===== src/rtl/b64se_pkg.sv =====
// Package for the base64 stream encoder: group record, queue sizing and
// the sextet-to-character mapping. No dependencies.
`default_nettype none

package b64se_pkg;

  localparam int unsigned QueueDepth = 2;
  localparam int unsigned QueuePtrW  = $clog2(QueueDepth);
  localparam int unsigned QueueCntW  = $clog2(QueueDepth + 1);

  localparam logic [7:0] PadChar    = 8'h3D;
  localparam logic [5:0] SextetMask = 6'h3F;

  localparam logic [1:0] CharFirst  = 2'd0;
  localparam logic [1:0] CharSecond = 2'd1;
  localparam logic [1:0] CharThird  = 2'd2;
  localparam logic [1:0] CharFourth = 2'd3;

  typedef struct packed {
    logic [23:0] bits;
    logic [1:0]  total;
    logic        last;
  } group_t;

  typedef struct packed {
    logic full;
    logic empty;
  } queue_status_t;

  function automatic logic [7:0] sextet_to_char(input logic [5:0] s);
    logic [5:0] m;
    logic [7:0] c;
    m = s & SextetMask;
    if (m < 6'd26) begin
      c = 8'h41 + {2'b00, m};
    end else if (m < 6'd52) begin
      c = 8'h61 + {2'b00, m - 6'd26};
    end else if (m < 6'd62) begin
      c = 8'h30 + {2'b00, m - 6'd52};
    end else if (m == 6'd62) begin
      c = 8'h2B;
    end else begin
      c = 8'h2F;
    end
    return c;
  endfunction

endpackage

`default_nettype wire


===== src/rtl/b64se_front.sv =====
// Front end: accepts bytes, holds up to two, and forms left-aligned groups.
// Depends on b64se_pkg.
`default_nettype none

module b64se_front (
  input  wire logic              clk_i,
  input  wire logic              rst_ni,
  input  wire logic              in_valid_i,
  output logic                   in_stall_o,
  input  wire logic [7:0]        data_byte_i,
  input  wire logic              final_byte_i,
  input  wire logic              q_full_i,
  output logic                   push_o,
  output b64se_pkg::group_t      push_group_o
);
  import b64se_pkg::*;

  logic [15:0] pend_q, pend_d;
  logic [1:0]  cnt_q, cnt_d;
  logic [1:0]  held;
  logic [1:0]  total;
  logic        accept;
  logic        close;

  assign in_stall_o = q_full_i;
  assign accept     = in_valid_i && !q_full_i;
  assign held       = (cnt_q == 2'd3) ? 2'd2 : cnt_q;
  assign total      = held + 2'd1;
  assign close      = (total == 2'd3) || final_byte_i;
  assign push_o     = accept && close;

  always_comb begin
    push_group_o.total = total;
    push_group_o.last  = final_byte_i;
    unique case (held)
      2'd0:    push_group_o.bits = {data_byte_i, 16'h0000};
      2'd1:    push_group_o.bits = {pend_q[7:0], data_byte_i, 8'h00};
      default: push_group_o.bits = {pend_q, data_byte_i};
    endcase
  end

  always_comb begin
    pend_d = pend_q;
    cnt_d  = cnt_q;
    if (accept) begin
      if (close) begin
        pend_d = 16'h0000;
        cnt_d  = 2'd0;
      end else begin
        pend_d = {pend_q[7:0], data_byte_i};
        cnt_d  = total;
      end
    end
  end

  always_ff @(posedge clk_i or negedge rst_ni) begin
    if (!rst_ni) begin
      pend_q <= 16'h0000;
      cnt_q  <= 2'd0;
    end else begin
      pend_q <= pend_d;
      cnt_q  <= cnt_d;
    end
  end

endmodule

`default_nettype wire


===== src/rtl/b64se_queue.sv =====
// Short group queue between the front and back ends.
// Depends on b64se_pkg.
`default_nettype none

module b64se_queue (
  input  wire logic                  clk_i,
  input  wire logic                  rst_ni,
  input  wire logic                  push_i,
  input  wire b64se_pkg::group_t     push_group_i,
  input  wire logic                  pop_i,
  output b64se_pkg::group_t          head_o,
  output b64se_pkg::queue_status_t   status_o
);
  import b64se_pkg::*;

  group_t               mem_q [QueueDepth];
  logic [QueuePtrW-1:0] wr_q, rd_q;
  logic [QueueCntW-1:0] cnt_q;
  logic                 do_push, do_pop;

  assign status_o.full  = (cnt_q == QueueCntW'(QueueDepth));
  assign status_o.empty = (cnt_q == '0);
  assign do_push        = push_i && !status_o.full;
  assign do_pop         = pop_i && !status_o.empty;
  assign head_o         = mem_q[rd_q];

  always_ff @(posedge clk_i) begin
    if (do_push) begin
      mem_q[wr_q] <= push_group_i;
    end
  end

  always_ff @(posedge clk_i or negedge rst_ni) begin
    if (!rst_ni) begin
      wr_q  <= '0;
      rd_q  <= '0;
      cnt_q <= '0;
    end else begin
      if (do_push) begin
        wr_q <= (wr_q == QueuePtrW'(QueueDepth - 1)) ? '0 : wr_q + QueuePtrW'(1);
      end
      if (do_pop) begin
        rd_q <= (rd_q == QueuePtrW'(QueueDepth - 1)) ? '0 : rd_q + QueuePtrW'(1);
      end
      if (do_push && !do_pop) begin
        cnt_q <= cnt_q + QueueCntW'(1);
      end else if (do_pop && !do_push) begin
        cnt_q <= cnt_q - QueueCntW'(1);
      end
    end
  end

endmodule

`default_nettype wire


===== src/rtl/b64se_back.sv =====
// Back end: turns each queued group into four characters, one per cycle while
// not stalled, through a registered output stage. Depends on b64se_pkg.
`default_nettype none

module b64se_back (
  input  wire logic                  clk_i,
  input  wire logic                  rst_ni,
  input  wire b64se_pkg::group_t     head_i,
  input  wire logic                  q_empty_i,
  output logic                       pop_o,
  output logic                       out_valid_o,
  input  wire logic                  out_stall_i,
  output logic [7:0]                 code_char_o,
  output logic                       group_end_o,
  output logic                       message_end_o
);
  import b64se_pkg::*;

  logic [1:0] idx_q;
  logic       valid_q;
  logic [7:0] char_q, char_d;
  logic       gend_q, mend_q;
  logic       load, take;
  logic [5:0] sextet;

  assign load  = !valid_q || !out_stall_i;
  assign take  = load && !q_empty_i;
  assign pop_o = take && (idx_q == CharFourth);

  always_comb begin
    unique case (idx_q)
      CharFirst:  sextet = head_i.bits[23:18];
      CharSecond: sextet = head_i.bits[17:12];
      CharThird:  sextet = head_i.bits[11:6];
      default:    sextet = head_i.bits[5:0];
    endcase
    char_d = sextet_to_char(sextet);
    if (idx_q == CharThird && head_i.total < 2'd2) begin
      char_d = PadChar;
    end
    if (idx_q == CharFourth && head_i.total < 2'd3) begin
      char_d = PadChar;
    end
  end

  always_ff @(posedge clk_i) begin
    if (take) begin
      char_q <= char_d;
      gend_q <= (idx_q == CharFourth);
      mend_q <= (idx_q == CharFourth) && head_i.last;
    end
  end

  always_ff @(posedge clk_i or negedge rst_ni) begin
    if (!rst_ni) begin
      idx_q   <= CharFirst;
      valid_q <= 1'b0;
    end else if (load) begin
      valid_q <= !q_empty_i;
      if (!q_empty_i) begin
        idx_q <= idx_q + 2'd1;
      end
    end
  end

  assign out_valid_o   = valid_q;
  assign code_char_o   = char_q;
  assign group_end_o   = gend_q;
  assign message_end_o = mend_q;

endmodule

`default_nettype wire


===== src/rtl/base64_stream_encoder_unit.sv =====
// Top level of the base64 stream encoder: front end, group queue, back end.
// Depends on b64se_pkg, b64se_front, b64se_queue and b64se_back.
//
// Input channel: one raw byte per item (data_byte_i) with final_byte_i set
// on the last byte of a message; accepted when in_valid_i is high and
// in_stall_o is low. Output channel: one base64 character per item
// (code_char_o), group_end_o on the fourth character of every group and
// message_end_o on the last character of a message; taken when out_valid_o
// is high and out_stall_i is low.
// The front end takes one byte per cycle while the queue is not full. The
// group a third or final byte closes is queued that cycle; its characters
// pass through the back end's character register to the output, one per
// cycle while the receiver does not stall. That single register sets the
// rate: four characters per group. A two-entry group queue lets the front
// end keep accepting while the back end drains.
// Reset clears the held bytes, the queue and the output valid.
// When the receiver stalls, the output holds; once the queue is full,
// in_stall_o rises until a group has been drained.
`default_nettype none

module base64_stream_encoder_unit (
  input  wire logic       clk_i,
  input  wire logic       rst_ni,
  input  wire logic       in_valid_i,
  output logic            in_stall_o,
  input  wire logic [7:0] data_byte_i,
  input  wire logic       final_byte_i,
  output logic            out_valid_o,
  input  wire logic       out_stall_i,
  output logic [7:0]      code_char_o,
  output logic            group_end_o,
  output logic            message_end_o
);
  import b64se_pkg::*;

  group_t        push_group;
  group_t        head;
  queue_status_t q_status;
  logic          push;
  logic          pop;

  b64se_front u_front (
    .clk_i        (clk_i),
    .rst_ni       (rst_ni),
    .in_valid_i   (in_valid_i),
    .in_stall_o   (in_stall_o),
    .data_byte_i  (data_byte_i),
    .final_byte_i (final_byte_i),
    .q_full_i     (q_status.full),
    .push_o       (push),
    .push_group_o (push_group)
  );

  b64se_queue u_queue (
    .clk_i        (clk_i),
    .rst_ni       (rst_ni),
    .push_i       (push),
    .push_group_i (push_group),
    .pop_i        (pop),
    .head_o       (head),
    .status_o     (q_status)
  );

  b64se_back u_back (
    .clk_i         (clk_i),
    .rst_ni        (rst_ni),
    .head_i        (head),
    .q_empty_i     (q_status.empty),
    .pop_o         (pop),
    .out_valid_o   (out_valid_o),
    .out_stall_i   (out_stall_i),
    .code_char_o   (code_char_o),
    .group_end_o   (group_end_o),
    .message_end_o (message_end_o)
  );

endmodule

`default_nettype wire


===== config.mk =====
export PLATFORM = sky130hd
export DESIGN_NAME = base64_stream_encoder_unit
export DESIGN_NICKNAME = d
export VERILOG_FILES = /design/src/rtl/b64se_pkg.sv /design/src/rtl/b64se_front.sv /design/src/rtl/b64se_queue.sv /design/src/rtl/b64se_back.sv /design/src/rtl/base64_stream_encoder_unit.sv
export SDC_FILE = /design/constraint.sdc
export NUM_CORES = 1
export LEC_CHECK = 0
export ABC_AREA = 1
export BUFFER_PORTS_ARGS = -buffer_cell sky130_fd_sc_hd__buf_4
export CAP_MARGIN = 20
export CORE_MARGIN = 3
export CORE_UTILIZATION = 35
export CTS_BUF_LIST = sky130_fd_sc_hd__clkbuf_4 sky130_fd_sc_hd__clkbuf_8
export CTS_CLUSTER_DIAMETER = 30
export DETAILED_ROUTE_END_ITERATION = 12
export SYNTH_ARGS = -nofsm -noshare
export SYNTH_HDL_FRONTEND = slang
export SYNTH_SLANG_ARGS = --single-unit

===== constraint.sdc =====
create_clock -name clk_i -period 7.6 [get_ports clk_i]
set_input_delay 1.14 -clock clk_i [delete_from_list [all_inputs] [get_ports clk_i]]
set_output_delay 1.14 -clock clk_i [all_outputs]
set_load 0.005 [all_outputs]

After elaboration in Yosys (flattened, before gate mapping):

Memories as Yosys holds them, arrays and structs flattened.
Index checks and enable logic that the tools add are counted.

* flip-flop bits (word level): 35
* bits of input ports: 13
* output and inout port bits: 12
* bits in writable memories: 54
* logic and storage cells: 76
* memories: 1

Memory list
* u_queue.mem_q: words 2, bits a word 27, read ports 1, clocked after Yosys merged registers in 0, wr ports 1, line b64se_queue.sv:16 `group_t mem_q [QueueDepth];`

* $add $sub $neg: 11
* bitwise operators: 1
* mux-type cells: 15
* eq/ne operators: 8
* reductions and logical operators: 25
* $lt $le $gt $ge: 5

Operators by type and width (number)
* $pmux W24 S2: 1
* $mux W8: 3
* $pmux W6 S3: 1
* $add A7 B6 Y8 const A: 2
* $mux W16: 1
* $lt A6 B6 Y1 const B: 2
* $logic_and A1 B1 Y1: 11
* $eq A2 B2 Y1 const B: 5
* $mux W2: 4
* $add A6 B6 Y7 const A: 1
* $add A2 B1 Y2 const B: 3
* $eq A6 B6 Y1 const B: 1
* $logic_not A1 Y1: 6
* $logic_not A2 Y1: 3
* $lt A6 B5 Y1 const B: 1
* $sub A6 B5 Y6 const B: 1
* $sub A6 B6 Y6 const B: 1
* $eq A2 B1 Y1 const B: 2
* $lt A2 B2 Y1 const B: 2
* $mux W1: 4
* $mux W3: 1
* $add A1 B1 Y1 const B: 2
* $logic_or A1 B1 Y1: 2
* $reduce_and A2 Y1: 1
* other kinds (4): 4

Logic depth before layout (Yosys ltp):

Gate-level depths: netlist of the first run.

* word-level depth: 11
* depth in mapped cells: 20
* mapped depth without buffers: 19

By module:

Synthesis of the first run repeated with hierarchy kept, for this count alone.

* cells, all modules: 528
* area, all modules: 4742.0 um^2

By module, submodules not included
* b64se_queue: cells an instance 172, seq. area each 1721.7 um^2, area an instance 2192.1 um^2, instances 1
* b64se_back: cells an instance 191, seq. area each 375.4 um^2, area an instance 1423.9 um^2, instances 1
* b64se_front: cells an instance 165, seq. area each 450.4 um^2, area an instance 1126.1 um^2, instances 1

Worst setup path after synthesis of the first run:

No wires, ideal clock.

* path kind: input -> register
* start: in in_valid_i
* end: mem u_queue.mem_q[1][0] (netlist bit) (enable)
* path buffers: 0
* required time: 7.189 ns
* path slack: 4.471 ns
* stages: 4
* arrival: 2.718 ns
* library setup time: 0.411 ns
* path through: o21ai_1 > nor2_1 > inv_1 > nor2_1

* cells in the longest elaborated chain, start to end: 5

Ends and longest elaborated chain
* from (decl): line base64_stream_encoder_unit.sv:24 `input wire logic in_valid_i,`
* $logic_and A1 B1 Y1: line b64se_front.sv:26 `assign accept = in_valid_i && !q_full_i;`
* $logic_and A1 B1 Y1: line b64se_front.sv:30 `assign push_o = accept && close;`
* $logic_and A1 B1 Y1: line b64se_queue.sv:23 `assign do_push = push_i && !status_o.full;`
* named net u_queue.do_push: line b64se_queue.sv:19 `logic do_push, do_pop;`
* $mux W1: line b64se_queue.sv:28 `if (do_push) begin`
* $mux W1 (not written as such): line b64se_queue.sv:29 `mem_q[wr_q] <= push_group_i;`
* to (decl): line b64se_queue.sv:16

The timed path passes the listed nets, and every way through them passes these cells.

Worst setup path in the final report of the first run:

* start: reg u_queue.rd_q
* end: reg u_back.char_q[5] (netlist: u_back.code_char_o[5]), data pin

* cells in the longest elaborated chain, start to end: 7
* elaborated cells on any way between the ends: 18
* classes of those cells: 5 x add/sub; 5 x order compare; 4 x mux; 3 x reduce/logical; 1 x memory

Ends and longest elaborated chain
* from (decl): line b64se_queue.sv:17 `logic [QueuePtrW-1:0] wr_q, rd_q;`
* from (signal assigned): line b64se_queue.sv:43 `rd_q <= (rd_q == QueuePtrW'(QueueDepth - 1)) ? '0 : rd_q + QueuePtrW'(1);`
* $mem_v2 Z2 W27 *
* $pmux W6 S3: line b64se_back.sv:31 `unique case (idx_q)`
* $sub A6 B6 Y6: line b64se_pkg.sv:39 `c = 8'h30 + {2'b00, m - 6'd52};`
* $add A6 B6 Y7: line b64se_pkg.sv:39
* $mux W8: line b64se_pkg.sv:38 `end else if (m < 6'd62) begin`
* $mux W8: line b64se_pkg.sv:36 `end else if (m < 6'd52) begin`
* $mux W8: line b64se_pkg.sv:34 `if (m < 6'd26) begin`
* to (signal assigned): line b64se_back.sv:48 `char_q <= char_d;`
* to (decl): line b64se_back.sv:21 `logic [7:0] char_q, char_d;`

Mark *: on every way between the ends. The rest lies on a longest branch, timed or not.
A chain may end at the register's enable or synchronous reset.

==> results of run 1 <==
[critical path: cells and delay by family, from the launching register on]
family                     cells  cell delay [ns]
AOI/OAI and AO/OA              1             0.20
adders and majority gates      2             0.45
buffers and inverters          3             0.44
DFF                            1             0.83
and+or+nand+nor               10             0.73
[cells in the mapped netlist (all sizes together)]
| master | number |
|---|---|
| ha | 14 |
| nand2 | 138 |
| o21ai | 20 |
| buf | 9 |
| nand3 | 24 |
| clkbuf | 5 |
| nand3b | 1 |
| nand4 | 2 |
| o221ai | 4 |
| xnor2 | 3 |
| and2 | 1 |
| o211ai | 3 |
| inv | 71 |
| a21oi | 15 |
| a22oi | 4 |
| dfrtp | 25 |
| o21a | 1 |
| edfxtp | 64 |
| a31oi | 1 |
| nor2 | 28 |
| xor2 | 7 |
| a211oi | 1 |
| o22ai | 20 |
| or2 | 3 |
| o21bai | 1 |
| clkinv | 1 |
[stage by stage]
step / hold WS, ns / cell area [µm²] / cells / utilization / worst slack [ns]
after global routing: 0.550 / 5100 / 666 / 0.402 / 4.37
final: 0.501 / 5100 / 666 / 0.402 / 4.68
after detailed placement: 0.476 / 4880 / 650 / 0.385 / 4.66
after CTS: 0.498 / 5100 / 666 / 0.402 / 4.68
after floorplan: 0.453 / 4570 / 466 / - / 4.47
after global placement: 0.470 / 4880 / 650 / 0.385 / 4.71
[kinds of logic after synthesis]
family / share of synthesized area
adder cells (fa/ha/maj): 0.0383
XOR/XNOR: 0.0192
AND/OR/NAND/NOR: 0.209
buffers and inverters: 0.0826
flip-flops: 0.557
AO/OA/AOI/OAI: 0.0936
[sequential cells by signal, summed over array words and instances (netlist names), 2 cells and up]
| signal | flops |
|---|---|
| u_back.code_char_o | 8 |
| u_back.idx_q | 2 |
| u_front.cnt_q | 2 |
| u_front.pend_q | 16 |
| u_queue.cnt_q | 2 |
| u_queue.mem_q | 54 |
[worst max-delay path by stage]
| stage | from | endpoint | depth (start not counted) |
|---|---|---|---|
| final | u_queue.rd_q$_DFFE_PN0P_ | u_back.code_char_o[5]$_SDFFCE_PP1P_ | 16 |
| after global routing | u_queue.rd_q$_DFFE_PN0P_ | u_back.code_char_o[5]$_SDFFCE_PP1P_ | 16 |
| after CTS | u_queue.rd_q$_DFFE_PN0P_ | u_back.code_char_o[5]$_SDFFCE_PP1P_ | 16 |
| after detailed placement | out_stall_i | u_queue.cnt_q[1]$_DFFE_PN0P_ | 9 |
| after global placement | u_back.idx_q[0]$_DFFE_PN0P_ | u_back.code_char_o[6]$_SDFFCE_PP0P_ | 18 |
| after floorplan | in_valid_i | u_queue.mem_q[1][0]$_DFFE_PP_ | 4 |
[metal layers]
| layer | up-vias | routed length [µm] | share of wire | GRT usage |
|---|---|---|---|---|
| met5 | - | 0 | 0 | 0 |
| met4 | 0 | 208 | 0.023 | 0.0552 |
| met3 | 21 | 454 | 0.050 | 0.0374 |
| met2 | 66 | 4250 | 0.47 | 0.216 |
| met1 | 1481 | 4110 | 0.46 | 0.170 |
| li1 | 1580 | - | - | - |
[final cells by class]
type | instances | share of cell area
tap | 172 | 0.0422
clock buffer | 11 | 0.0272
sequential | 89 | 0.500
clock inverter | 5 | 0.0159
multi-input combinational | 291 | 0.324
inverter | 72 | 0.0530
timing repair buffer | 26 | 0.0383
==> results.md, run 1 <==
- Sink Count: 89
- Post-CTS sizing: 0
- Synth unique cells: 39
- Synthesized cell area: 4570 µm²
- CTS tree: done
- Port Buffers: 24
- Final HPWL DP: approximately 6.6 mm
- Status: finished clean
- Area taken by flip-flops and latches: around 2500 µm²
- Via Count: ~3100
- WP data arrival: just over 3 ns
- Yosys reg bits: 89
- Gpl congestion: 0.791
- Max-cap violations: 0
- Layout cell share with drive strength beyond 1: 0.170
- R2R Path Start: u_queue.rd_q$_DFFE_PN0P_
- Synth Instances: between 400 and 500
- Hold Crit Depth: 2
- Max H-tree Level: 3
- CP max stage delay: approximately 0.83 ns
- Layout area overhead: 11.5%
- Total grt overflow: 0
- Pin count of the biggest net entering global routing: 28
- CP most frequent cell: nand2_1
- Clock slew at reported path FFs: about 0.09 ns
- Clock Tree Buf Depth: 2
- RR Endpoint: u_back.code_char_o[5]$_SDFFCE_PP1P_
- Crit path time final: around 3 ns
- Worst Setup End Kind: flop
- Setup CP Type: reg2reg
- Post-route ant nets: 0
- Final net count: slightly above 500
- Commonest non-fill, non-tap cell in the layout: nand2_1
- Inserted Clock Buffers: 9
- WL per Instance: about 14 µm
- Hold path start: u_front.pend_q[8]$_DFFE_PN0P_
- Mean post-synth cell area: a little under 10 µm²
- Fmax: 343 MHz
- Hold Violations, Final: 0
- Synth area leaders: edfxtp_1 (42%), dfrtp_1 (14%), nand2_1 (10%), inv_1 (5.4%), ha_1 (3.8%)
- Area of the multi-input gates: approximately 1700 µm²
- Measured slew at the worst slew-check pin: 0.755 ns
- Min-Delay Path Class: reg2reg
- First-pass GRT wire length: 15.3 mm
- Die Span X: about 120 µm
- Initial antenna violation count: 0
- # fillers: roughly 1300
- Site row count: 41
- Sum Neg Setup Slack: 0 ns
- Most frequent cells in the layout: nand2_1 (122), inv_1 (66), edfxtp_1 (64), buf_4 (26), dfrtp_1 (25)
- DRC violations left: 0
- Diode count: 0
- Setup violators final: 0
- Iteration count of the initial detailed-routing pass: 4
- Postcts setup bufs: 0
- Setup slack, reg-to-reg: roughly 4.7 ns
- Chip height: about 120 µm
- Layout Skew: about 0.011 ns
- Hold-fix buffers at CTS: 0
- Clock Latency Late Sink: between 0.3 and 0.4 ns
- Via density: around 4.7
- Slew margin rel.: 0.495
- I/O pin count: 25
- Synthesis Warnings: 0
- 1st-iter DRT viols: around 140
- RSZ-0062 raised after global routing: false
- Critical Path Fanout Max: 20
- Total global-route track usage: 0.134
- Crit-path cells: inv_2 > a21oi_1 > nand2_1 > nand2_1 > nand2_1 > nand2_1 > ha_1 > inv_1 > nand2_4 > nand2_1 > ha_1 > nand3_1 > nand2_1 > inv_1 > nand2_1 > nand2_1
- Die ar.: 14500 µm²
- Hold EP: u_front.pend_q[8]$_DFFE_PN0P_
- Initial Util: 0.361
- Vias in the first global route: ~3100
- Total Wirelength: 9.02 mm
- Area share of the largest cell type after synthesis: 0.420
- Core area: around 13000 µm²
- Crit-path slowest cell: dfrtp_1
- Max-slew violation count: 0
- R2R cell count: 16
- Post-route clock period utilization: 0.384
- Syn_nets: about 490
- CP Launch Type: flop
- Sequential area share after synthesis: 0.557
- Crit path required time: around 7.7 ns
- Root cell of the clock tree: clkbuf_8
- Dominant cell type by area after synthesis: edfxtp_1
Power of run 1 is left out: the tool's default activity adds up to more than one toggle a clock period on the data nets, which glitch-free logic cannot reach.
==> run 2: changes to the inputs <==
==> constraint.sdc (replaced) <==
create_clock -name clk_i -period 3 [get_ports clk_i]
set_input_delay 0.45 -clock clk_i [delete_from_list [all_inputs] [get_ports clk_i]]
set_output_delay 0.45 -clock clk_i [all_outputs]
set_load 0.005 [all_outputs]
==> run 2 against run 1 <==
- via count rose by 1.9%
- routed wire length rose by 3.2%
- critical path depth rose by 2
- hold slack got worse by 0.22 ns
- non-clock buffer count rose by 8
- global-route usage rose by 0.44 points
- clock-buffer cell count fell by 2
- first-iteration DRC count rose by 65%
- sequential share of layout area fell by 0.24 points
- worst setup slack got worse by 4.4 ns
- utilization rose by 0.20 points
- flip-flop and latch count did not move
- critical path type unchanged
==> results.md, run 2 (synthesis gave the netlist of run 1 again) <==
- Fmax: 373 MHz
- Root cell of the clock tree: clkbuf_8
- WL per Instance: 13.8 µm
- Crit-path slowest cell: dfrtp_1
- Setup violators final: 0
- Most frequent cells in the layout: nand2_1 (122), inv_1 (66), edfxtp_1 (64), buf_4 (33), dfrtp_1 (25)
- Via density: between 4 and 5
- Total grt overflow: 0
- CP max stage delay: roughly 0.4 ns
- Slew margin rel.: 0.534
- # fillers: between 1000 and 1500
- Crit path time final: 2.68 ns
- First-pass GRT wire length: 15.7 mm
- Worst Setup SP: u_back.idx_q[0]$_DFFE_PN0P_
- Initial antenna violation count: 0
- Crit-path cells: inv_1 > ha_1 > buf_4 > nand2_1 > nand2_1 > inv_1 > nand2_1 > nand2_1 > nand2_2 > nand2_1 > clkinv_1 > ha_1 > inv_1 > nor2_1 > xor2_1 > nand2_1 > nand2_1 > o21bai_1
- WP data arrival: ~2.8 ns
- Hold Violations, Final: 0
- Layout cell share with drive strength beyond 1: 0.185
- Hold slack: between 0.2 and 0.3 ns
- CP most frequent cell: nand2_1
- Measured slew at the worst slew-check pin: 0.697 ns
- Min-Delay Path Class: in2reg
- Final net count: 524
- Site row count: slightly above 40
- Total global-route track usage: 0.138
- Hold path start: final_byte_i
- RSZ-0062 raised after global routing: false
- I/O pin count: 25
- Clock Latency Late Sink: about 0.37 ns
- Final HPWL DP: ~6.9 mm
- Worst Setup End Kind: flop
- Most flops, register: u_queue.mem_q
- Diode count: 0
- Commonest non-fill, non-tap cell in the layout: nand2_1
- Die ar.: approximately 14000 µm²
- Vias in the first global route: roughly 3200
- Port Buffers: 24
- Pin count of the biggest net entering global routing: 28
- Iteration count of the initial detailed-routing pass: 4
- Via Count: roughly 3200
- Clock Tree Buf Depth: 2
- Status: finished clean
- Crit path required time: roughly 3.1 ns
- CTS tree: done
- 1st-iter DRT viols: roughly 230
- Max reg flops: between 50 and 60
- Sink Count: roughly 90
- DRC violations left: 0
- Max-slew violation count: 0
- CP Launch Type: flop
- Layout Skew: about 0.012 ns
- Inserted Clock Buffers: 9
- Gpl congestion: roughly 0.83
- Die Span X: 120 µm
- Initial Util: 0.361
- Clock slew at reported path FFs: 0.09 ns
- R2R Path Start: u_back.idx_q[0]$_DFFE_PN0P_
- Core area: around 13000 µm²
- Design Area, Final: approximately 5100 µm²
- Post-route ant nets: 0
- Chip height: about 120 µm
- Total Wirelength: a little over 9 mm
- Post-route clock period utilization: 0.894
- Setup CP Type: reg2reg
- Layout area overhead: 12.1%
- Area after DPL: 4930 µm²
- Max-cap violations: 0
- Sum Neg Setup Slack: 0 ns
- Area of the multi-input gates: 1660 µm²
- Area taken by flip-flops and latches: around 2500 µm²
- Critical Path Fanout Max: 8
- Max H-tree Level: 3
==> run 2: through the flow <==
step | utilization | setup slack (ns) | instances
2_1_floorplan | - | 0.561 | 466
3_3_place_gp | 0.389 | 0.228 | 657
3_5_place_dp | 0.389 | 0.185 | 657
4_1_cts | 0.404 | 0.164 | 674
5_1_grt | 0.404 | 0.0461 | 674
6_report | 0.404 | 0.317 | 674
==> run 2: layout make-up <==
type                       count  area share
clock buffer                   9      0.0242
clock inverter                 7      0.0105
inverter                      72      0.0527
multi-input combinational    291       0.323
sequential                    89       0.497
tap                          172      0.0420
timing repair buffer          34      0.0503
==> run 2: timing repair <==
item / in CTS / in global routing
gates resized for setup: 0 / 2
hold buffers: 1 / 0
setup endpoints to repair: 0 / 6
endpoints found under the hold margin: 25 / 0
setup buffers: 0 / 0
==> run 2: worst paths after layout <==
path	endpoint	slack [ns]	depth (start not counted)
worst max-delay path	u_back.code_char_o[3]$_SDFFCE_PP1P_	0.32	18
worst min-delay path	u_queue.mem_q[0][0]$_DFFE_PP_	0.28	1
worst max register to register	u_back.code_char_o[3]$_SDFFCE_PP1P_	0.32	18
worst min register to register	u_front.pend_q[9]$_DFFE_PN0P_	0.49	2
max in group asynchronous	u_front.pend_q[2]$_DFFE_PN0P_	2.25	2
min in group asynchronous	u_front.cnt_q[1]$_DFFE_PN0P_	0.51	2
==> run 2: worst max-delay path: cells and delay by family, from the launching register on <==
kind            cells  cell delay, ns
simple gates        9            0.70
buf+inv             5            0.59
fa+ha+maj           2            0.47
flops               1            0.39
xor+xnor            1            0.15
compound gates      1            0.15
==> run 2: layer usage <==
layer,vias up,GRT usage,part of all wire
met5,-,0,0
li1,1593,-,-
met4,0,0.0496,0.014
met3,11,0.0295,0.047
met2,67,0.231,0.50
met1,1536,0.179,0.44
Power of run 2 is left out for the same reason.
